### src/hdl/grid_local_maximum_marker_unit_defines.svh
// Assertion macros shared by the grid local maximum marker unit.
// Included by the top level; depends on nothing else.
`ifndef GRID_LOCAL_MAXIMUM_MARKER_UNIT_DEFINES_SVH
`define GRID_LOCAL_MAXIMUM_MARKER_UNIT_DEFINES_SVH

// The consequent must hold in the same cycle as the antecedent.
`define GLMM_ASSERT_IMPLY(label, clk, rst, ante, cons) \
   label: assert property (@(posedge clk) disable iff (rst) (ante) |-> (cons)) \
      else $error("glmm same-cycle check failed");

// The consequent must hold in the cycle after the antecedent.
`define GLMM_ASSERT_NEXT(label, clk, rst, ante, cons) \
   label: assert property (@(posedge clk) disable iff (rst) (ante) |=> (cons)) \
      else $error("glmm next-cycle check failed");

`endif

### src/hdl/glmm_pkg.sv
// Shared widths and types of the grid local maximum marker unit.
// Used by the channel interfaces and all modules but glmm_ram; depends on nothing.
package glmm_pkg;

   localparam int SIZE_W  = 11;
   localparam int DEPTH_W = 8;
   localparam int ROW_W   = 10;
   localparam int COL_W   = 10;

   // One classified cell handed from the front end to the back end.
   typedef struct packed {
      logic [ROW_W-1:0]   row;        // row of the incoming cell
      logic [COL_W-1:0]   column;
      logic [DEPTH_W-1:0] center;     // depth of the cell one row above
      logic [DEPTH_W-1:0] depth;      // depth of the incoming cell
      logic               cavity;     // verdict for the cell one row above
      logic               has_upper;  // the cell one row above is reported
      logic               last_row;   // the incoming cell is reported too
      logic               last_col;
   } work_type;

   typedef struct packed {
      logic full;
      logic empty;
   } q_status_type;

endpackage

### src/hdl/glmm_queue.sv
// Short register queue of classified cells between front end and back end.
// Depends on glmm_pkg.
module glmm_queue #(
   parameter int DEPTH = 4
) (
   input  logic                    clock,
   input  logic                    reset,
   input  logic                    push,
   input  glmm_pkg::work_type      push_data,
   input  logic                    pop,
   output glmm_pkg::work_type      head,
   output glmm_pkg::q_status_type  status
);

   localparam int PW   = (DEPTH > 1) ? $clog2(DEPTH) : 1;
   localparam int CNTW = $clog2(DEPTH + 1);

   glmm_pkg::work_type entries_ff [DEPTH];
   logic [PW-1:0]   wr_ptr_ff, wr_ptr_in;
   logic [PW-1:0]   rd_ptr_ff, rd_ptr_in;
   logic [CNTW-1:0] count_ff, count_in;

   always_comb begin
      wr_ptr_in = wr_ptr_ff;
      rd_ptr_in = rd_ptr_ff;
      count_in  = count_ff;
      if (push) begin
         wr_ptr_in = (wr_ptr_ff == PW'(DEPTH - 1)) ? '0 : wr_ptr_ff + PW'(1);
      end
      if (pop) begin
         rd_ptr_in = (rd_ptr_ff == PW'(DEPTH - 1)) ? '0 : rd_ptr_ff + PW'(1);
      end
      if (push && !pop) begin
         count_in = count_ff + CNTW'(1);
      end else if (pop && !push) begin
         count_in = count_ff - CNTW'(1);
      end
   end

   always_ff @(posedge clock) begin
      if (reset) begin
         wr_ptr_ff <= '0;
         rd_ptr_ff <= '0;
         count_ff  <= '0;
      end else begin
         wr_ptr_ff <= wr_ptr_in;
         rd_ptr_ff <= rd_ptr_in;
         count_ff  <= count_in;
      end
      if (push) begin
         entries_ff[wr_ptr_ff] <= push_data;
      end
   end

   assign head         = entries_ff[rd_ptr_ff];
   assign status.full  = (count_ff == CNTW'(DEPTH));
   assign status.empty = (count_ff == '0);

endmodule

### config.mk
export PLATFORM = sky130hd
export DESIGN_NAME = glmm_queue
export DESIGN_NICKNAME = d
export VERILOG_FILES = /design/src/hdl/grid_local_maximum_marker_unit_defines.svh /design/src/hdl/glmm_pkg.sv /design/src/hdl/glmm_queue.sv
export SDC_FILE = /design/constraint.sdc
export NUM_CORES = 1
export LEC_CHECK = 0
export BUFFER_PORTS_ARGS = -buffer_cell sky130_fd_sc_hd__buf_2
export CORE_MARGIN = 4
export CORE_UTILIZATION = 35
export DETAILED_ROUTE_END_ITERATION = 10
export GPL_ROUTABILITY_DRIVEN = 0
export PLACE_DENSITY = 0.51
export SLEW_MARGIN = 10
export SYNTH_ARGS = -nofsm -noshare
export SYNTH_HDL_FRONTEND = slang
export SYNTH_SLANG_ARGS = --single-unit
### constraint.sdc
create_clock -name clock -period 2.3 [get_ports clock]
set_clock_uncertainty 0.2 [all_clocks]
set_input_delay 0.115 -clock clock [delete_from_list [all_inputs] [get_ports clock]]
set_output_delay 0.115 -clock clock [all_outputs]
set_load 0.03 [all_outputs]
== Word level (Yosys, flattened, before mapping) ==
Memory sizes are Yosys's and may differ from the RTL's. A register that Yosys moved wholly into a read port is not among the register bits.
Cells that the tools add are included.

* Flip-flop bits (word level): 7
* Bits in writable memories: 160
* Input port bits: 44
* Output and inout port bits: 42
* Logic and storage cells: 25
* Memories: 1

* Add/sub/neg operators: 4
* Equality and inequality tests: 3
* Multiplexer cells: 8
* Reduce and logical (&&, ||, !) cells: 6

{| class="wikitable"
|+ Memory list
! name !! depth !! width !! rd ports !! clocked after Yosys merged registers in !! write ports !! RTL line !! source
|-
| entries_ff || 4 || 40 || 1 || 1 || 1 || glmm_queue.sv:18 || <nowiki>glmm_pkg::work_type entries_ff [DEPTH];</nowiki>
|}

{| class="wikitable"
|+ Operators by type and width
! operator !! count
|-
| two-way mux 2 bit || 4
|-
| two-way mux 3 bit || 2
|-
| adder 2 x 1 -> 2 bit, second input constant || 2
|-
| == test 2 bit, second input constant || 2
|-
| adder 3 x 1 -> 3 bit, second input constant || 1
|-
| == test 3 bit, second input constant || 1
|-
| logical NOT 3 bit || 1
|-
| subtractor 3 x 1 -> 3 bit, second input constant || 1
|-
| logical AND 1 bit || 2
|-
| logical NOT 1 bit || 2
|-
| two-way mux 1 bit || 2
|-
| nonzero test 2 bit || 1
|}

== Logic depth before layout (Yosys ltp) ==
Gate-level depths: netlist (run 1).

* Word-level depth: 4
* Depth in mapped cells: 7

== Worst setup path before layout (run 1) ==
No wires, ideal clock.

* Path kind: register to register
* Start point: register wr_ptr_ff[0]
* End point: memory entries_ff[3][0] (netlist bit) (enable)
* Setup time: 0.401 ns
* Data arrival time: 1.519 ns
* Required time: 1.699 ns
* Path slack: 0.180 ns
* Stages on the path, launching flop included: 3
* Clock period less this slack: 2.120 ns
* Cells stage by stage: dfxtp_1 > ha_1 > and2_1

{| class="wikitable"
|+ RTL lines
! what !! RTL line !! source
|-
| start, declared || glmm_queue.sv:19 || <nowiki>logic [PW-1:0] wr_ptr_ff, wr_ptr_in;</nowiki>
|-
| start signal, assigned || glmm_queue.sv:46 || <nowiki>wr_ptr_ff <= wr_ptr_in;</nowiki>
|-
| end, declared || glmm_queue.sv:18 ||
|}

No word-level cell before the write port.

==> key figures, run 1 <==
Route
  – Drt via density: 4.664
  – First-pass DRT Iterations: 4
  – DR iter-0 viols: 175
  – WL final: 11710 um
  – DRT antenna net count: 0
  – Wire per inst: 18.21 um
  – Remaining DRCs: 0
  – Vias: 2999

Synthesis
  – Synthesized Nets: 304
  – Synth Warn #: 0
  – Syn avg cell area: 24.73 um2
  – Synth unique cells: 18
  – Sequential fraction of the synthesis area: 79.66%
  – Area of the mapped netlist: 6257 um2
  – Synth Register Bits: 169
  – Syn Inst Count: 253

CTS
  – Worst skew pair latency: 0.42 ns
  – CTS Buf Count: 17
  – CTS tree: built
  – Max clock buf depth: 2
  – CTS Root Cell: clkbuf_16
  – Worst-path clk slew: 0.06 ns
  – H-tree levels: 4
  – Clk sinks: 169

STA
  – Relative slew slack: 72.32%
  – RSZ-0062 raised after global routing: false
  – Fraction of the cycle the final worst path needs: 94.45%
  – Final setup fails: 0
  – Pins over their slew limit: 0
  – Fmax achieved: 460.4 MHz
  – Min Tclk post-route: 2.172 ns
  – Final setup TNS: 0 ns
  – Slew @ Worst Pin: 0.4152 ns
  – Hold Fails Final Rpt: 0

Setup path
  – Crit-path cells: clkbuf_16, mux4_2, buf_2
  – Crit-path max FO: 11
  – Setup CP Type: flop to primary output
  – Crit path DAT: 1.86 ns
  – CP Launch Type: flop
  – CP Capture Type: primary output
  – Worst path buffer plus inverter count: 2
  – Reg2Reg Depth: 4
  – CP required: 1.99 ns
  – Number of cells on the critical path: 3
  – Critical path's slowest cell: mux4_2
  – Crit path max-delay family: multiplexers
  – CP peak stage delay: 0.51 ns

Floorplanning
  – Core Box Area: 17420 um2
  – I/O pins: 86
  – Die ar.: 20080 um2
  – Row count: 48
  – Die width: 141.7 um
  – Starting density of the core: 35.93%
  – DIE HEIGHT: 141.7 um

Pwr
  – Pleak: 2.788 nW
  – Clock Power Share: 39.0%
  – Pwr Density: 894.8 nW/um2
  – Psw: 0.001643 W
  – Internal power: 0.005560 W
  – Worst-case vdd ir drop: 525.4 uV
  – Switching part of the total: 22.81%
  – Flop pwr share: 49.6%
  – Comb pwr share: 11.4%

Cells and area
  – Commonest non-fill, non-tap cells in the layout: 160 x edfxtp_1, 85 x buf_2, 43 x dlygate4sd3_1
  – Share of layout cells above drive strength 1: 41.01%
  – Commonest non-fill, non-tap cell in the layout: edfxtp_1
  – Post-Layout Cell Count: 643
  – Area grow syn2layout: 28.63%
  – Post-layout nets: 455

GRT
  – Total Routing Usage GR: 12.30%
  – Vias in the first global route: 3276
  – Largest net degree at the start of global routing: 29
  – First-pass GRT wire length: 18290 um
  – GRT overflow: 0
  – Initial antenna violation count: 1

Placement
  – Post-DP HPWL: 7159 um
  – Post-Place Cells: 566
  – Port buffer count: 85

Worst hold path
  – WHS Path Cells: 2
  – Hold WC Path Type: input pin to flop

Run
  – Max_cap viols: 0

Outcome
  – Outcome: complete, no violations
## state kept, by name (all words and copies together), names as in the netlist, named ones only
name and cells:
wr_ptr_ff 2, count_ff 3, rd_ptr_ff 2, entries_ff 160
## path summary, 6_finish.rpt
kind	start	endpoint	slack (ns)
setup / recovery	flop	head[33]	0.13
hold reg to reg	count_ff[2]	count_ff[2]	0.31
hold / removal	push_data[15]	entries_ff[1][15]	0.24
setup reg to reg	count_ff[0]	count_ff[2]	0.61
## stage by stage
step | cell area [um2] | power (W) | hold WS [ns] | worst slack [ns] | utilization (%)
5_1_grt | 8049 | 0.007498 | 0.2384 | 0.01491 | 46.21
3_3_place_gp | 6990 | 0.004403 | 0.1279 | 0.4873 | 40.14
2_1_floorplan | 6257 | 0.004151 | -0.01593 | 0.1799 | -
6_report | 8049 | 0.007203 | 0.2399 | 0.1278 | 46.21
4_1_cts | 8006 | 0.007283 | 0.2222 | 0.01546 | 45.97
3_5_place_dp | 6990 | 0.004414 | 0.1330 | 0.4411 | 40.14
## timing repair
action,in CTS,in global routing
endpoints found under the hold margin,169,0
setup endpoints to repair,0,12
buffers inserted,0,0
hold buffers,43,0
resized for setup,0,3
## power by group through the flow
stage / logic [W] / clock network [W] / registers [W]
2_1_floorplan: 0.000533 / 0 / 0.00362
3_3_place_gp: 0.000771 / 0 / 0.00363
3_5_place_dp: 0.000775 / 0 / 0.00364
4_1_cts: 0.000836 / 0.00287 / 0.00357
5_1_grt: 0.000888 / 0.00302 / 0.00359
6_report: 0.000824 / 0.00281 / 0.00357
## layout make-up
type,instances,area (um2)
antenna,1,2.502
fill,1498,9368
clock inverter,13,152.6
sequential,169,4990
tap,225,281.5
multi-input combinational,71,1151
inverter,4,15.01
clock buffer,19,432.9
timing repair buffer,141,1023
## metal layers
layer  vias to the layer above  GRT usage [%]  part of all wire [%]
li1                       1372              -                     -
met1                      1539          16.34                    46
met2                        71          19.05                    47
met3                        17          4.280                   5.5
met4                         0          4.091                   1.2
met5                         -              0                     0
## logic make-up (layout without fill, tap and decap cells)
kind of cell / count (synthesis) / in the layout / share of synthesized area (%)
AO/OA/AOI/OAI: 3 / 3 / 0.2399
XOR/XNOR: 2 / 2 / 0.2800
adder cells (fa/ha/maj): 7 / 7 / 1.520
buffers and inverters: 13 / 177 / 2.020
flip-flops: 169 / 169 / 79.66
multiplexers: 44 / 44 / 15.04
other: 0 / 1 / 0
AND/OR/NAND/NOR: 15 / 15 / 1.240
## Yosys cell counts
library cell,instances,area [um2]
buf_12,4,80.08
xor2_1,2,17.52
a21oi_1,2,10.01
buf_6,1,11.26
and2_1,4,25.02
nor2_1,7,26.28
mux2i_1,4,40.04
nor3b_1,2,15.01
edfxtp_1,160,4805
inv_1,4,15.01
dfxtp_1,9,180.2
o21ai_0,1,5.000
buf_2,4,20.02
ha_1,6,75.07
or3_1,1,6.260
mux4_2,40,900.9
fa_1,1,20.02
nor3_1,1,5.000
(Power assumes the default switching activity.)
==> run 2, diff against run 1 <==
--- a/config.mk
+++ b/config.mk
@@ -11,6 +11,7 @@
 export DETAILED_ROUTE_END_ITERATION = 10
 export GPL_ROUTABILITY_DRIVEN = 0
 export PLACE_DENSITY = 0.51
+export RECOVER_POWER = 100
 export SLEW_MARGIN = 10
 export SYNTH_ARGS = -nofsm -noshare
 export SYNTH_HDL_FRONTEND = slang
==> run 2 against run 1 <==
Worst hold slack gained 0.048 ns. Sequential share of layout area is 0.73 points higher. Wire length decreased by 0.28%. Global-route usage unchanged. Sequential power hardly changed. Total power fell by 0.37%.
==> key figures, run 2 (synthesis gave the netlist of run 1 again) <==
Floorplanning
  – DIE HEIGHT: 141.7 um (unchanged)
  – Starting density of the core: 35.93% (unchanged)
  – Row count: 48 (unchanged)
  – Core Box Area: 17420 um2 (unchanged)
  – Die width: 141.7 um (unchanged)
  – I/O pins: 86 (unchanged)
  – Die ar.: 20080 um2 (unchanged)

STA
  – Final setup fails: 0 (unchanged)
  – Relative slew slack: 43.48% (was 72.32%)
  – Slew @ Worst Pin: 0.8478 ns (was 0.4152 ns)
  – RSZ-0062 raised after global routing: false (unchanged)
  – Hold_ws: 0.2879 ns (was 0.2399 ns)
  – Hold Fails Final Rpt: 0 (unchanged)
  – Fraction of the cycle the final worst path needs: 94.73% (was 94.45%)
  – Pins over their slew limit: 0 (unchanged)
  – Min Tclk post-route: 2.179 ns (was 2.172 ns)
  – Fmax achieved: 459.0 MHz (was 460.4 MHz)
  – Final setup TNS: 0 ns (unchanged)

Setup path
  – Crit-path max FO: 11 (unchanged)
  – Crit path DAT: 1.86 ns (about the same)
  – Worst reg2reg endpoint: entries_ff[0][36] (was count_ff[2])
  – CP Launch Type: flop (unchanged)
  – Flop2flop setup slack: 0.32 ns (was 0.61 ns)
  – CP Capture Type: primary output (unchanged)
  – Reg-to-Reg Start: wr_ptr_ff[0] (was count_ff[0])
  – Reg2Reg Depth: 4 (unchanged)
  – Setup CP Type: flop to primary output (unchanged)
  – CP required: 1.99 ns (about the same)

Cells and area
  – Post-Layout Cell Count: 643 (unchanged)
  – Post-layout util: 45.68% (was 46.21%)
  – Max FFs per register: 160 (unchanged)
  – Biggest register: entries_ff (unchanged)
  – Post-layout nets: 455 (unchanged)
  – Largest registers: entries_ff (160), count_ff (3) (unchanged)
  – Area grow syn2layout: 27.13% (was 28.63%)
  – Commonest non-fill, non-tap cells in the layout: 160 x edfxtp_1, 51 x clkbuf_1, 43 x dlygate4sd3_1 (was 160 x edfxtp_1, 85 x buf_2, 43 x dlygate4sd3_1)
  – Commonest non-fill, non-tap cell in the layout: edfxtp_1 (unchanged)
  – Share of layout cells above drive strength 1: 29.26% (was 41.01%)

Run
  – Max_cap viols: 0 (unchanged)

Worst hold path
  – Hold path startpoint: push_data[15] (unchanged)
  – Hold path endpoint: entries_ff[1][15] (unchanged)
  – WHS Path Cells: 2 (unchanged)
  – Hold WC Path Type: input pin to flop (unchanged)

Pwr
  – Total power: 0.007176 W (was 0.007203 W)
  – Pwr Density: 902.1 nW/um2 (was 894.8 nW/um2)
  – Worst-case vdd ir drop: 523.5 uV (was 525.4 uV)
  – Pleak: 2.648 nW (was 2.788 nW)

CTS
  – CTS Buf Count: 17 (unchanged)
  – Worst-path clk slew: 0.06 ns (about the same)
  – CTS Root Cell: clkbuf_16 (unchanged)
  – Max clock buf depth: 2 (unchanged)
  – CTS tree: built (unchanged)
  – H-tree levels: 4 (unchanged)
  – Clk sinks: 169 (unchanged)
  – Post CTS Setup Buffer Count: 0 (unchanged)
  – Worst skew pair latency: 0.42 ns (about the same)

Placement
  – Post-DP HPWL: 7159 um (unchanged)
  – Port buffer count: 85 (unchanged)
  – Post-Place Cells: 566 (unchanged)

Route
  – Vias: 2999 (unchanged)
  – WL final: 11680 um (was 11710 um)
  – Remaining DRCs: 0 (unchanged)
  – DRT antenna net count: 0 (unchanged)
  – DR iter-0 viols: 159 (was 175)
  – Drt via density: 4.664 (unchanged)
  – Wire per inst: 18.16 um (was 18.21 um)
  – First-pass DRT Iterations: 4 (unchanged)

GRT
  – Largest net degree at the start of global routing: 29 (unchanged)
  – First-pass GRT wire length: 18290 um (unchanged)
  – Total Routing Usage GR: 12.30% (unchanged)
  – GRT overflow: 0 (unchanged)
  – Vias in the first global route: 3276 (unchanged)
  – Initial antenna violation count: 1 (unchanged)

Outcome
  – Outcome: complete, no violations (unchanged)
run 2: cell types whose count changed in the layout (fill, tap and decap cells not counted):
cell	before	now
buf_2	85	7
buf_12	2	1
clkbuf_2	0	37
buf_4	8	1
clkbuf_1	2	51
run 2: critical path, stage by stage, from the launching register on:
cell       delay [ns]
dfxtp_4          0.48
clkbuf_16        0.24
mux4_2           0.52
clkbuf_2         0.20
run 2: how the worst max path moves through the flow:
stage / slack, ns / to / from
after floorplan: 0.18 / entries_ff[3][0] / wr_ptr_ff[0]
after global placement: 0.49 / head[11] / flop
after detailed placement: 0.44 / count_ff[2] / push
after CTS: 0.02 / head[15] / flop
after global routing: 0.01 / head[30] / flop
final: 0.12 / head[33] / flop
run 2: repair_timing:
action	CTS	global route
resized for setup	0	3
hold buffers	43	0
endpoints found under the hold margin	169	0
setup endpoints to repair	0	12
run 2: power breakdown:
part / total [W] / switching (W) / internal, W
Combinational: 0.000798 / 0.000483 / 0.000315
Clock: 0.00280 / 0.00111 / 0.00170
Sequential: 0.00357 / 0.0000530 / 0.00352
Total: 0.00718 / 0.00164 / 0.00553
run 2: layout make-up:
type	instances	area (um2)
inverters	4	15.01
diodes	1	2.502
multi-input cells	71	1151
repair buffers	141	929.6
fillers	1528	9462
clock buffers	19	432.9
flip-flops and latches	169	4990
well taps	225	281.5
clock inverters	13	152.6
run 2: stage by stage:
stage                     instance area [um2]  setup WS, ns
after floorplan                          6257        0.1799
after global placement                   6990        0.4873
after detailed placement                 6990        0.4411
after CTS                                8006       0.01546
after global routing                     7955       0.01360
final                                    7955        0.1212
run 2: routing by layer:
layer,share of wire (%),vias up,GRT usage (%)
li1,-,1371,-
met1,46,1536,16.34
met2,48,77,19.05
met5,0,-,0
met3,5.1,15,4.280
met4,1.1,0,4.091
