===== src/hdl/grid_local_maximum_marker_unit_defines.svh =====
// Assertion macros shared by the grid local maximum marker unit.
// Included by the top level; depends on nothing else.
`ifndef GRID_LOCAL_MAXIMUM_MARKER_UNIT_DEFINES_SVH
`define GRID_LOCAL_MAXIMUM_MARKER_UNIT_DEFINES_SVH

// The consequent must hold in the same cycle as the antecedent.
`define GLMM_ASSERT_IMPLY(label, clk, rst, ante, cons) \
   label: assert property (@(posedge clk) disable iff (rst) (ante) |-> (cons)) \
      else $error("glmm same-cycle check failed");

// The consequent must hold in the cycle after the antecedent.
`define GLMM_ASSERT_NEXT(label, clk, rst, ante, cons) \
   label: assert property (@(posedge clk) disable iff (rst) (ante) |=> (cons)) \
      else $error("glmm next-cycle check failed");

`endif


===== src/hdl/glmm_pkg.sv =====
// Shared widths and types of the grid local maximum marker unit.
// Used by the channel interfaces and all modules but glmm_ram; depends on nothing.
package glmm_pkg;

   localparam int SIZE_W  = 11;
   localparam int DEPTH_W = 8;
   localparam int ROW_W   = 10;
   localparam int COL_W   = 10;

   // One classified cell handed from the front end to the back end.
   typedef struct packed {
      logic [ROW_W-1:0]   row;        // row of the incoming cell
      logic [COL_W-1:0]   column;
      logic [DEPTH_W-1:0] center;     // depth of the cell one row above
      logic [DEPTH_W-1:0] depth;      // depth of the incoming cell
      logic               cavity;     // verdict for the cell one row above
      logic               has_upper;  // the cell one row above is reported
      logic               last_row;   // the incoming cell is reported too
      logic               last_col;
   } work_type;

   typedef struct packed {
      logic full;
      logic empty;
   } q_status_type;

endpackage


===== src/hdl/glmm_rsp_if.sv =====
// Result channel of the grid local maximum marker unit: one reported cell per transfer.
// Depends on glmm_pkg.
interface glmm_rsp_if;
   logic                          valid;
   logic                          ready;
   logic [glmm_pkg::ROW_W-1:0]    row;
   logic [glmm_pkg::COL_W-1:0]    column;
   logic [glmm_pkg::DEPTH_W-1:0]  cell_depth;
   logic                          is_cavity;
   logic                          frame_last;

   modport source (output valid, output row, output column, output cell_depth,
                   output is_cavity, output frame_last, input ready);
   modport sink (input valid, input row, input column, input cell_depth,
                 input is_cavity, input frame_last, output ready);
endinterface


===== src/hdl/glmm_back.sv =====
// Back end: expands each queued cell into one or two result transfers.
// Depends on glmm_pkg and glmm_rsp_if.
module glmm_back (
   input  logic                    clock,
   input  logic                    reset,
   input  glmm_pkg::work_type      head,
   input  glmm_pkg::q_status_type  q_status,
   output logic                    pop,
   glmm_rsp_if.source              rsp
);

   localparam int RW = glmm_pkg::ROW_W;

   // Set once the upper-row result of a last-row head entry has gone out.
   logic phase_ff, phase_in;
   logic first;
   logic transfer;

   assign first    = head.has_upper && !phase_ff;
   assign rsp.valid = !q_status.empty;
   assign transfer = rsp.valid && rsp.ready;

   always_comb begin
      if (first) begin
         rsp.row        = head.row - RW'(1);
         rsp.cell_depth = head.center;
         rsp.is_cavity  = head.cavity;
         rsp.frame_last = 1'b0;
      end else begin
         rsp.row        = head.row;
         rsp.cell_depth = head.depth;
         rsp.is_cavity  = 1'b0;
         rsp.frame_last = head.last_col;
      end
   end
   assign rsp.column = head.column;

   always_comb begin
      phase_in = phase_ff;
      pop      = 1'b0;
      if (transfer) begin
         if (first && head.last_row) begin
            phase_in = 1'b1;
         end else begin
            phase_in = 1'b0;
            pop      = 1'b1;
         end
      end
   end

   always_ff @(posedge clock) begin
      if (reset) begin
         phase_ff <= 1'b0;
      end else begin
         phase_ff <= phase_in;
      end
   end

endmodule


===== src/flat_wrapper.sv =====
// flat-port wrapper written by rule: the top's interface ports become plain ports
module glmm_back_flat 
  (clock, reset, head, q_status, pop, rsp_valid, rsp_row, rsp_column, rsp_cell_depth, rsp_is_cavity, rsp_frame_last, rsp_ready);
  glmm_rsp_if rsp_i ();
  input  logic clock;
  input  logic reset;
  input  glmm_pkg::work_type head;
  input  glmm_pkg::q_status_type q_status;
  output logic pop;
  output wire logic [$bits(rsp_i.valid)-1:0] rsp_valid;
  output wire logic [$bits(rsp_i.row)-1:0] rsp_row;
  output wire logic [$bits(rsp_i.column)-1:0] rsp_column;
  output wire logic [$bits(rsp_i.cell_depth)-1:0] rsp_cell_depth;
  output wire logic [$bits(rsp_i.is_cavity)-1:0] rsp_is_cavity;
  output wire logic [$bits(rsp_i.frame_last)-1:0] rsp_frame_last;
  input wire logic [$bits(rsp_i.ready)-1:0] rsp_ready;
  assign rsp_valid = rsp_i.valid;
  assign rsp_row = rsp_i.row;
  assign rsp_column = rsp_i.column;
  assign rsp_cell_depth = rsp_i.cell_depth;
  assign rsp_is_cavity = rsp_i.is_cavity;
  assign rsp_frame_last = rsp_i.frame_last;
  assign rsp_i.ready = rsp_ready;
  glmm_back u_core (.clock(clock), .reset(reset), .head(head), .q_status(q_status), .pop(pop), .rsp(rsp_i));
endmodule

===== config.mk =====
export PLATFORM = sky130hd
export DESIGN_NAME = glmm_back_flat
export DESIGN_NICKNAME = d
export VERILOG_FILES = /design/src/hdl/grid_local_maximum_marker_unit_defines.svh /design/src/hdl/glmm_pkg.sv /design/src/hdl/glmm_rsp_if.sv /design/src/hdl/glmm_back.sv /design/src/flat_wrapper.sv
export SDC_FILE = /design/constraint.sdc
export NUM_CORES = 1
export LEC_CHECK = 0
export ABC_CLOCK_PERIOD_IN_PS = 1300
export BUFFER_PORTS_ARGS = -buffer_cell sky130_fd_sc_hd__buf_4
export CAP_MARGIN = 10
export CORE_UTILIZATION = 24
export CTS_CLUSTER_SIZE = 30
export DETAILED_ROUTE_END_ITERATION = 6
export PLACE_DENSITY = 0.75
export SLEW_MARGIN = 20
export SYNTH_ARGS = -nofsm -noshare
export SYNTH_HDL_FRONTEND = slang
export SYNTH_SLANG_ARGS = --single-unit
export TNS_END_PERCENT = 30

===== constraint.sdc =====
create_clock -name clock -period 1.3 [get_ports clock]
set_input_delay 0.13 -clock clock [delete_from_list [all_inputs] [get_ports clock]]
set_output_delay 0.13 -clock clock [all_outputs]
set_load 0.02 [all_outputs]

### Yosys cells after proc, flatten, opt, wreduce, memory -nomap -nowiden

Index checks and enable logic that the tools add are counted.

| cells by class | value |
|---|---|
| $add $sub $neg | 1 |
| mux-type cells | 7 |
| reduce and logical (&&, ||, !) cells | 5 |

Operators by type and width:

| operator | number |
|---|---|
| $mux 10 | 1 |
| $sub 10x1->10 const B | 1 |
| $mux 8 | 1 |
| $mux 1 | 5 |
| $logic_and 1x1->1 | 3 |
| $logic_not 1->1 | 2 |

| storage, ports and cells | value |
|---|---|
| register bits after elaboration | 1 |

### Logic depth before layout (Yosys ltp)

Gate-level depths: netlist of run 1.

| logic depth | value |
|---|---|
| depth after elaboration | 5 |
| mapped depth | 5 |
| mapped depth without buffers | 5 |

### Least setup slack after synthesis of run 1

Ideal clock, no wire load.

| path | value |
|---|---|
| kind | flip-flop to output port |
| from | register u_core.phase_ff |
| to | output port rsp_row[7] |
| data arrival time | 1516 ps |
| setup slack | -346 ps |
| cell stages (with the launch flop) | 4 |
| cell sequence | dfxtp_1 or4b_4 nor4b_4 xor2_1 |

| on the way | value |
|---|---|
| cells in the longest elaborated chain, start to end | 3 |

RTL lines:

| what | line | source |
|---|---|---|
| start, declared | glmm_back.sv:15 | `logic phase_ff, phase_in;` |
| start signal, assigned | glmm_back.sv:55 | `phase_ff <= phase_in;` |
| $logic_not 1->1 | glmm_back.sv:19 | `assign first = head.has_upper && !phase_ff;` |
| $logic_and 1x1->1 | glmm_back.sv:19 |  |
| $mux 10 | glmm_back.sv:24 | `if (first) begin` |
| end, declared | flat_wrapper.sv:11 | `output wire logic [$bits(rsp_i.row)-1:0] rsp_row;` |

Every way passes these cells.

### Worst setup path in the final report of run 1

Ends and elaborated chain as after synthesis.

==> impl_metrics.yaml, run 1 <==
timing:
  drv_slew: 0
  setup_viol: 16
  rsz0062_at_grt: "yes"
  clock_skew_ns: 0
  fin_crit_sh: 1.212
  final.setup.worst_slack_ns: -0.2756
  period_needed_ns: 1.576
  hold_violations: 0
  timing.slew.headroom: 0.7439
  max_freq_ghz: 0.6347
  worstMarginPinSlew_ns: 0.3812
placement:
  io_buffers: 55
  gp_congestion: 0.6612
  hpwl_mm: 1.328
  dp_slack_ns: -0.3035
grt:
  track_usage: 0.1569
  grt_max_degree: 7
  grt_pass1_wl_mm: 2.421
  antenna_found_initial: 0
  first_global_vias: 579
  grt_overflow: 0
floorplanning:
  die_y_um: 45.62
  num_rows: 15
  pin_count: 77
  core_um2: 1764
  die_w_um: 45.62
  dieArea_um2: 2081
  start_util: 0.2589
logic_synthesis:
  ys_warn_count: 0
  synth_cell_types: 23
  ys_seq_elements: 1
  avgSynthCellArea_um2: 8.012
  syn_area_um2: 456.7
  synthesis.nets: 103
  syn_inst: 57
  seq_area_frac_synth: 0.04384
drt:
  highest_layer: "met3"
  dr.pass1.iters: 4
  drt_iter0_markers: 5
  num_vias: 594
  met2WireLength_um: 937
  finalWirelength_mm: 1.711
  wl_per_cell_um: 12.67
  met3_length_um: 152
  vias_per_cell: 4.400
  wl_met1_um: 620
  post-route-drc-count: 0
  postRouteAntennaNets: 0
cells_and_area:
  seq_area_um2: 20.02
  final_core_util: 0.5887
  largest_reg_flops: 1
  multi_input_area_um2: 442.9
  syn_to_final_growth_pct: 127.4
  final_nets: 158
  nFillCells: 170
  top_register: "u_core.phase_ff"
  drive_gt1_frac: 0.7909
  top_regs: "u_core.phase_ff: 1 flops"
  diodes: 0
  mostFrequentLayoutCell: "buf_4"
  mostFrequentLayoutCells: "buf_4, buf_6, mux2_4"
pwr:
  power_density_nw_per_um2: 416.6
  power.total_uw: 432.7
  vdd_drop_max_mv: 0.3037
  p_leak_uw: 0.0005339
critical_path:
  criticalPathCategory: "flip-flop to primary output"
  cp_slowest_cell: "or4b_4"
  cp_slowest_stage_delay_ns: 0.53
  crit_path_cell_trace: "or4b_4 -> nor4b_4 -> xor2_2 -> buf_6"
  cp_max_fo: 4
  cp.arrival_ns: 1.45
  cp-end-kind: "primary output"
  start_kind: "flip-flop"
  critPathRequiredTime_ns: 1.17
worst_hold_path:
  hold_path.class: "input port to primary output"
status:
  violations: "negative setup slack"
  status: "finished with violations"
clock_network:
  clkTransAtPathRegs_ns: 0
  insertion_delay_ns: 0
  hold_buffers: 0
flow_run:
  drv_cap: 0
[metrics by stage]
stage	hold WS, ns	instance area, um2	TNS (ns)	std cells
floorplan	0.1991	478.0	-1.168	57
global placement	0.2601	897.1	-1.584	133
detailed placement	0.2601	897.1	-1.780	133
CTS	0.2601	950.9	-1.711	133
global route	0.2600	1039	-2.345	135
finish	0.2600	1039	-1.699	135
[cells by family after synthesis]
family,Yosys count,synth area share
AO/OA/AOI/OAI,3,0.03287
XOR/XNOR,9,0.1726
adder cells (fa/ha/maj),1,0.02739
buffers and inverters,15,0.2110
flip-flops,1,0.04384
multiplexers,8,0.1973
AND/OR/NAND/NOR,20,0.3151
[routing by layer]
layer | GRT usage | vias to the layer above
li1 | - | 288
met1 | 0.1848 | 268
met2 | 0.3114 | 38
met3 | 0.01587 | 0
met4 | 0.006061 | 0
met5 | 0 | -
[final cells by class]
class / instances / area share
multi-input cells: 41 / 0.4265
inverters: 3 / 0.01084
well taps: 25 / 0.03012
repair buffers: 65 / 0.5133
flip-flops and latches: 1 / 0.01928
[report_power, final]
part	switching (uW)	internal (uW)
Sequential	0.533	32.2
Combinational	171	229
Clock	0	0
Total	172	261
[cell usage after synthesis]
| library cell | n | area (um2) |
|---|---|---|
| nand4_1 | 1 | 6.260 |
| or4b_4 | 1 | 13.76 |
| nand2b_1 | 2 | 12.51 |
| nand3_1 | 1 | 5.000 |
| buf_4 | 10 | 75.07 |
| a21oi_1 | 3 | 15.01 |
| inv_1 | 3 | 11.26 |
| nand4bb_1 | 1 | 11.26 |
| nor4_1 | 1 | 6.260 |
| nor4b_4 | 1 | 23.77 |
| nor2b_1 | 1 | 6.260 |
| nand2_1 | 3 | 11.26 |
| xnor2_1 | 6 | 52.55 |
| and4bb_2 | 1 | 12.51 |
| buf_2 | 2 | 10.01 |
| and2_1 | 1 | 6.260 |
| and2b_1 | 1 | 7.510 |
| nor3_1 | 2 | 10.01 |
| dfxtp_1 | 1 | 20.02 |
| mux2_2 | 8 | 90.09 |
| nor2_1 | 3 | 11.26 |
| ha_1 | 1 | 12.51 |
| xor2_1 | 3 | 26.28 |
[worst max-delay path, delay by kind of cell (launching register included)]
family / cells / cell delay [ns]
xor gates and xnor gates: 1 / 0.17
buffers and inverters: 1 / 0.13
and+or+nand+nor: 2 / 0.84
DFF: 1 / 0.29
[worst paths after layout]
path / cells after the start / slack (ns) / end / startpoint
worst max register to register: 6 / 0.07 / u_core.phase_ff$_SDFFE_PP0P_ / u_core.phase_ff$_SDFFE_PP0P_
worst max-delay path: 4 / -0.28 / rsp_row[7] / u_core.phase_ff$_SDFFE_PP0P_
worst min register to register: 3 / 0.60 / u_core.phase_ff$_SDFFE_PP0P_ / u_core.phase_ff$_SDFFE_PP0P_
worst min-delay path: 0 / 0.26 / rsp_column[1] / head[21]
[what timing repair did]
| action | CTS | global route |
|---|---|---|
| setup endpoints to repair | 17 | 20 |
| pin swaps | 2 | 3 |
| gates resized for setup | 14 | 15 |
| setup buffers | 0 | 2 |
| cloned | 0 | 0 |
| endpoints found under the hold margin | 0 | 0 |
Power figures use the tool's default switching activity.
==> run 2, diff against run 1 <==
==> constraint.sdc (replaced) <==
create_clock -name clock -period 1.3 [get_ports clock]
set_input_delay 0.39 -clock clock [delete_from_list [all_inputs] [get_ports clock]]
set_output_delay 0.39 -clock clock [all_outputs]
set_load 0.02 [all_outputs]
==> run 2 against run 1 <==
Compared with the run above: the run still ends with negative setup slack left; sequential share of layout area shrank 0.15 points; worst hold slack gained 0.29 ns; wire length grew 0.41%; cell count grew 5.9%; flip-flop and latch count is the same; combinational power grew 10%; critical path depth grew 1; first-iteration DRC count shrank 20%; critical path type is now input port to primary output.
==> impl_metrics.yaml, run 2 (synthesis results as in run 1) <==
status:
  status: "finished with violations"
  violations: "negative setup slack"
critical_path:
  start_kind: "input port"
  crit_path_cell_trace: "buf_6 -> or4b_4 -> nor4b_4 -> xor2_2 -> buf_6"
  cp-end-kind: "primary output"
  cp_slowest_cell: "or4b_4"
  reg2reg_slack_ns: 0.06
  crit_buf_inv: 2
  crit_path_frequent_cell: "buf_6"
  cp_top_family: "simple AND/OR/NAND/NOR gates"
  r2r-end: "u_core.phase_ff$_SDFFE_PP0P_"
  reg2reg_from: "u_core.phase_ff$_SDFFE_PP0P_"
  cp_max_fo: 4
  critPathRequiredTime_ns: 0.91
  criticalPathCategory: "input port to primary output"
  cp_slowest_stage_delay_ns: 0.56
  cp.arrival_ns: 1.63
  reg2regPathDepth: 6
worst_hold_path:
  min_path_cells: 2
  hold_end: "u_core.phase_ff$_SDFFE_PP0P_"
  hp-start: "reset"
  hold_path.class: "input port to flip-flop"
timing:
  drv_slew: 0
  final.setup.worst_slack_ns: -0.7166
  period_needed_ns: 2.017
  max_freq_ghz: 0.4959
  clock_skew_ns: 0
  setup_viol: 21
  fin_crit_sh: 1.551
  hold_violations: 0
  timing.slew.headroom: 0.8284
  worstMarginPinSlew_ns: 0.2563
  rsz0062_at_grt: "yes"
floorplanning:
  dieArea_um2: 2081
  num_rows: 15
  start_util: 0.2589
  die_w_um: 45.62
  pin_count: 77
  die_y_um: 45.62
  core_um2: 1764
grt:
  grt_pass1_wl_mm: 2.559
  first_global_vias: 631
  antenna_found_initial: 0
  grt_overflow: 0
  track_usage: 0.1649
  grt_max_degree: 9
cells_and_area:
  diodes: 0
  mostFrequentLayoutCell: "buf_4"
  largest_reg_flops: 1
  mostFrequentLayoutCells: "buf_4, buf_6, mux2_4"
  syn_to_final_growth_pct: 162.5
  multi_input_area_um2: 503.0
  final_nets: 166
  nFillCells: 163
  seq_area_um2: 21.27
  drive_gt1_frac: 0.8729
  top_register: "u_core.phase_ff"
  top_regs: "u_core.phase_ff: 1 flops"
  finalInstanceArea_um2: 1199
drt:
  finalWirelength_mm: 1.718
  num_vias: 623
  vias_per_cell: 4.357
  drt_iter0_markers: 4
  postRouteAntennaNets: 0
  post-route-drc-count: 0
  wl_per_cell_um: 12.01
  dr.pass1.iters: 2
placement:
  hpwl_mm: 1.384
  dp_slack_ns: -0.7711
  postPlaceCellArea_um2: 1067
  gp_congestion: 0.7083
  io_buffers: 55
clock_network:
  insertion_delay_ns: 0
  clkTransAtPathRegs_ns: 0
flow_run:
  drv_cap: 0
pwr:
  power_density_nw_per_um2: 394.5
  vdd_drop_max_mv: 0.2227
  p_leak_uw: 0.0005880
run 2: cell types whose count changed in the layout (fill, tap and decap cells not counted), moves of 2 or more:
cell | previous run | this run
buf_6 | 12 | 17
buf_4 | 53 | 56
mux2_2 | 0 | 3
mux2_4 | 8 | 5
inv_1 | 3 | 1
nand2_1 | 3 | 1
xnor2_1 | 3 | 1
xnor2_4 | 0 | 2
run 2: power breakdown:
group          internal, uW  switching [uW]
clock                     0               0
combinational           253             187
sequential             32.4           0.823
total                   285             188
run 2: worst max-delay path by stage:
| stage | start | end | slack, ns | cells after the start |
|---|---|---|---|---|
| 6_report | head[30] | rsp_row[7] | -0.72 | 5 |
| 5_1_grt | head[30] | rsp_row[7] | -0.80 | 5 |
| 4_1_cts | head[30] | rsp_row[7] | -0.73 | 5 |
| 3_5_place_dp | head[31] | rsp_row[7] | -0.77 | 5 |
| 3_3_place_gp | head[31] | rsp_row[7] | -0.74 | 5 |
| 2_1_floorplan | head[31] | rsp_row[7] | -0.60 | 3 |
run 2: through the flow:
stage	setup TNS [ns]	std cells	utilization	power (uW)	hold WS (ns)
after floorplan	-5.460	57	-	253.1	0.4477
after global placement	-9.189	142	0.6050	415.5	0.5481
after detailed placement	-9.368	142	0.6050	421.4	0.5578
after CTS	-8.600	142	0.6610	466.5	0.5503
after global routing	-9.444	143	0.6794	498.7	0.5578
final	-8.675	143	0.6794	472.8	0.5529
run 2: final cells by class:
cell class / instances / share of cell area
multi-input cells: 41 / 0.4196
inverters: 3 / 0.02610
repair buffers: 73 / 0.5104
well taps: 25 / 0.02610
flip-flops and latches: 1 / 0.01775
run 2: metal layers:
| layer | vias up | track usage | share of wire |
|---|---|---|---|
| met3 | 4 | 0.02778 | 0.093 |
| li1 | 304 | - | - |
| met5 | - | 0 | 0 |
| met1 | 284 | 0.1655 | 0.34 |
| met4 | 0 | 0.01212 | 0.0058 |
| met2 | 31 | 0.3514 | 0.56 |
run 2: what timing repair did:
| item | CTS | global route |
|---|---|---|
| pin swaps | 12 | 2 |
| gates cloned | 0 | 0 |
| gates resized for setup | 26 | 5 |
| buffers inserted | 0 | 1 |
| endpoints found under the setup margin | 21 | 21 |
| hold buffers | 0 | 0 |
==> run 3, diff against run 2 <==
--- a/config.mk
+++ b/config.mk
@@ -5,13 +5,13 @@
 export SDC_FILE = /design/constraint.sdc
 export NUM_CORES = 1
 export LEC_CHECK = 0
-export ABC_CLOCK_PERIOD_IN_PS = 1300
+export ABC_CLOCK_PERIOD_IN_PS = 2300
 export BUFFER_PORTS_ARGS = -buffer_cell sky130_fd_sc_hd__buf_4
 export CAP_MARGIN = 10
-export CORE_UTILIZATION = 24
+export CORE_UTILIZATION = 27
 export CTS_CLUSTER_SIZE = 30
 export DETAILED_ROUTE_END_ITERATION = 6
-export PLACE_DENSITY = 0.75
+export PLACE_DENSITY = 0.79
 export SLEW_MARGIN = 20
 export SYNTH_ARGS = -nofsm -noshare
 export SYNTH_HDL_FRONTEND = slang
==> constraint.sdc (replaced) <==
create_clock -name clock -period 2.3 [get_ports clock]
set_input_delay 0.69 -clock clock [delete_from_list [all_inputs] [get_ports clock]]
set_output_delay 0.69 -clock clock [all_outputs]
set_load 0.02 [all_outputs]
==> run 3 against run 2 <==
Compared with the run above: the run still ends with negative setup slack left; worst hold slack lost 0.076 ns; largest cell class unchanged; sequential power is 44% lower; worst setup slack gained 0.37 ns; global-route usage grew 1.1 points; die area is 11% lower; wire length is 7.0% lower; critical path depth unchanged; first-iteration DRC count down 25%; total power shrank 51%; cell area decreased by 17%; cell count down 11%; register-to-register slack improved by 1.2 ns.
==> impl_metrics.yaml, run 3 (synthesis results as in run 1) <==
status:
  status: "finished with violations"
  violations: "negative setup slack"
placement:
  io_buffers: 55
  postPlaceCellArea_um2: 900.9
  dp.cells: 126
  dp_slack_ns: -0.3620
  gp_congestion: 0.6768
timing:
  fin_crit_sh: 1.149
  setup_viol: 16
  rsz0062_at_grt: "yes"
  drv_slew: 0
  worstMarginPinSlew_ns: 0.4261
  max_freq_ghz: 0.3785
  setup_tns_ns: -1.897
  period_needed_ns: 2.642
  clock_skew_ns: 0
  timing.slew.headroom: 0.7137
  final.setup.worst_slack_ns: -0.3420
  hold_violations: 0
cells_and_area:
  drive_gt1_frac: 0.7748
  diodes: 0
  final_nets: 159
  final_core_util: 0.6477
  syn_to_final_growth_pct: 118.6
  top_register: "u_core.phase_ff"
  mostFrequentLayoutCell: "buf_4"
  largest_reg_flops: 1
  finalInstanceArea_um2: 998.5
  top_regs: "u_core.phase_ff: 1 flops"
  mostFrequentLayoutCells: "buf_4, buf_6, mux2_2"
  nFillCells: 129
  layoutNonFillerInstCount: 127
grt:
  grt_pass1_wl_mm: 2.601
  first_global_vias: 647
  grt_overflow: 0
  grt_max_degree: 11
  track_usage: 0.1755
  antenna_found_initial: 0
floorplanning:
  die_y_um: 43.13
  start_util: 0.2963
  pin_count: 77
  num_rows: 14
  core_um2: 1541
  die_w_um: 43.13
  dieArea_um2: 1860
drt:
  finalWirelength_mm: 1.598
  drt_iter0_markers: 3
  vias_per_cell: 4.622
  num_vias: 587
  wl_per_cell_um: 12.58
  postRouteAntennaNets: 0
  post-route-drc-count: 0
  dr.pass1.iters: 3
critical_path:
  cp-end-kind: "primary output"
  cp.arrival_ns: 1.95
  critPathRequiredTime_ns: 1.61
  cp_max_fo: 4
  start_kind: "input port"
  criticalPathCategory: "input port to primary output"
clock_network:
  hold_buffers: 0
  clkTransAtPathRegs_ns: 0
  insertion_delay_ns: 0
worst_hold_path:
  hold_path.class: "flip-flop to flip-flop"
pwr:
  p_leak_uw: 0.0004964
  vdd_drop_max_mv: 0.1404
  power_density_nw_per_um2: 231.7
flow_run:
  drv_cap: 0
==> run 3: metrics by stage <==
step,hold WS [ns],power (uW)
floorplan,0.4477,127.1
global placement,0.4670,207.6
detailed placement,0.4734,211.0
CTS,0.4714,225.5
global route,0.5006,244.0
finish,0.4768,231.4
==> run 3: worst max-delay path: stages <==
cell and delay [ns]:
buf_6 0.10, or4b_4 0.56, nor4b_4 0.31, xor2_2 0.15, buf_4 0.15
==> run 3: worst paths after layout <==
path	from	end	slack, ns	depth (start not counted)
worst min-delay path	u_core.phase_ff$_SDFFE_PP0P_	u_core.phase_ff$_SDFFE_PP0P_	0.48	2
worst min register to register	u_core.phase_ff$_SDFFE_PP0P_	u_core.phase_ff$_SDFFE_PP0P_	0.48	2
worst max-delay path	head[31]	rsp_row[7]	-0.34	5
worst max register to register	u_core.phase_ff$_SDFFE_PP0P_	u_core.phase_ff$_SDFFE_PP0P_	1.30	4
==> run 3: timing repair <==
action                                 CTS  global route
buffers inserted                         0             2
endpoints found under the hold margin    0             0
pin swaps                                5             8
resized for setup                       14             6
setup endpoints to repair               16            20
==> run 3: layer usage <==
layer / vias to the layer above / GRT usage / share of wire
met5: - / 0 / 0
met4: 0 / 0.04848 / 0.0025
met3: 2 / 0.02553 / 0.095
met2: 39 / 0.3463 / 0.56
met1: 256 / 0.1862 / 0.34
li1: 290 / - / -
==> run 3: area by class of cell <==
class | instances | area, um2 | share of cell area
tap | 16 | 20.02 | 0.02005
multi-input combinational | 41 | 407.9 | 0.4085
sequential | 1 | 20.02 | 0.02005
inverter | 3 | 13.76 | 0.01378
timing repair buffer | 66 | 536.8 | 0.5376
==> run 3: power breakdown <==
group	total, uW	switching, uW	leakage, uW	internal, uW
logic	213	92.4	0.000488	120
registers	18.7	0.484	0.00000812	18.2
clock network	0	0	0	0
total	231	92.9	0.000496	139
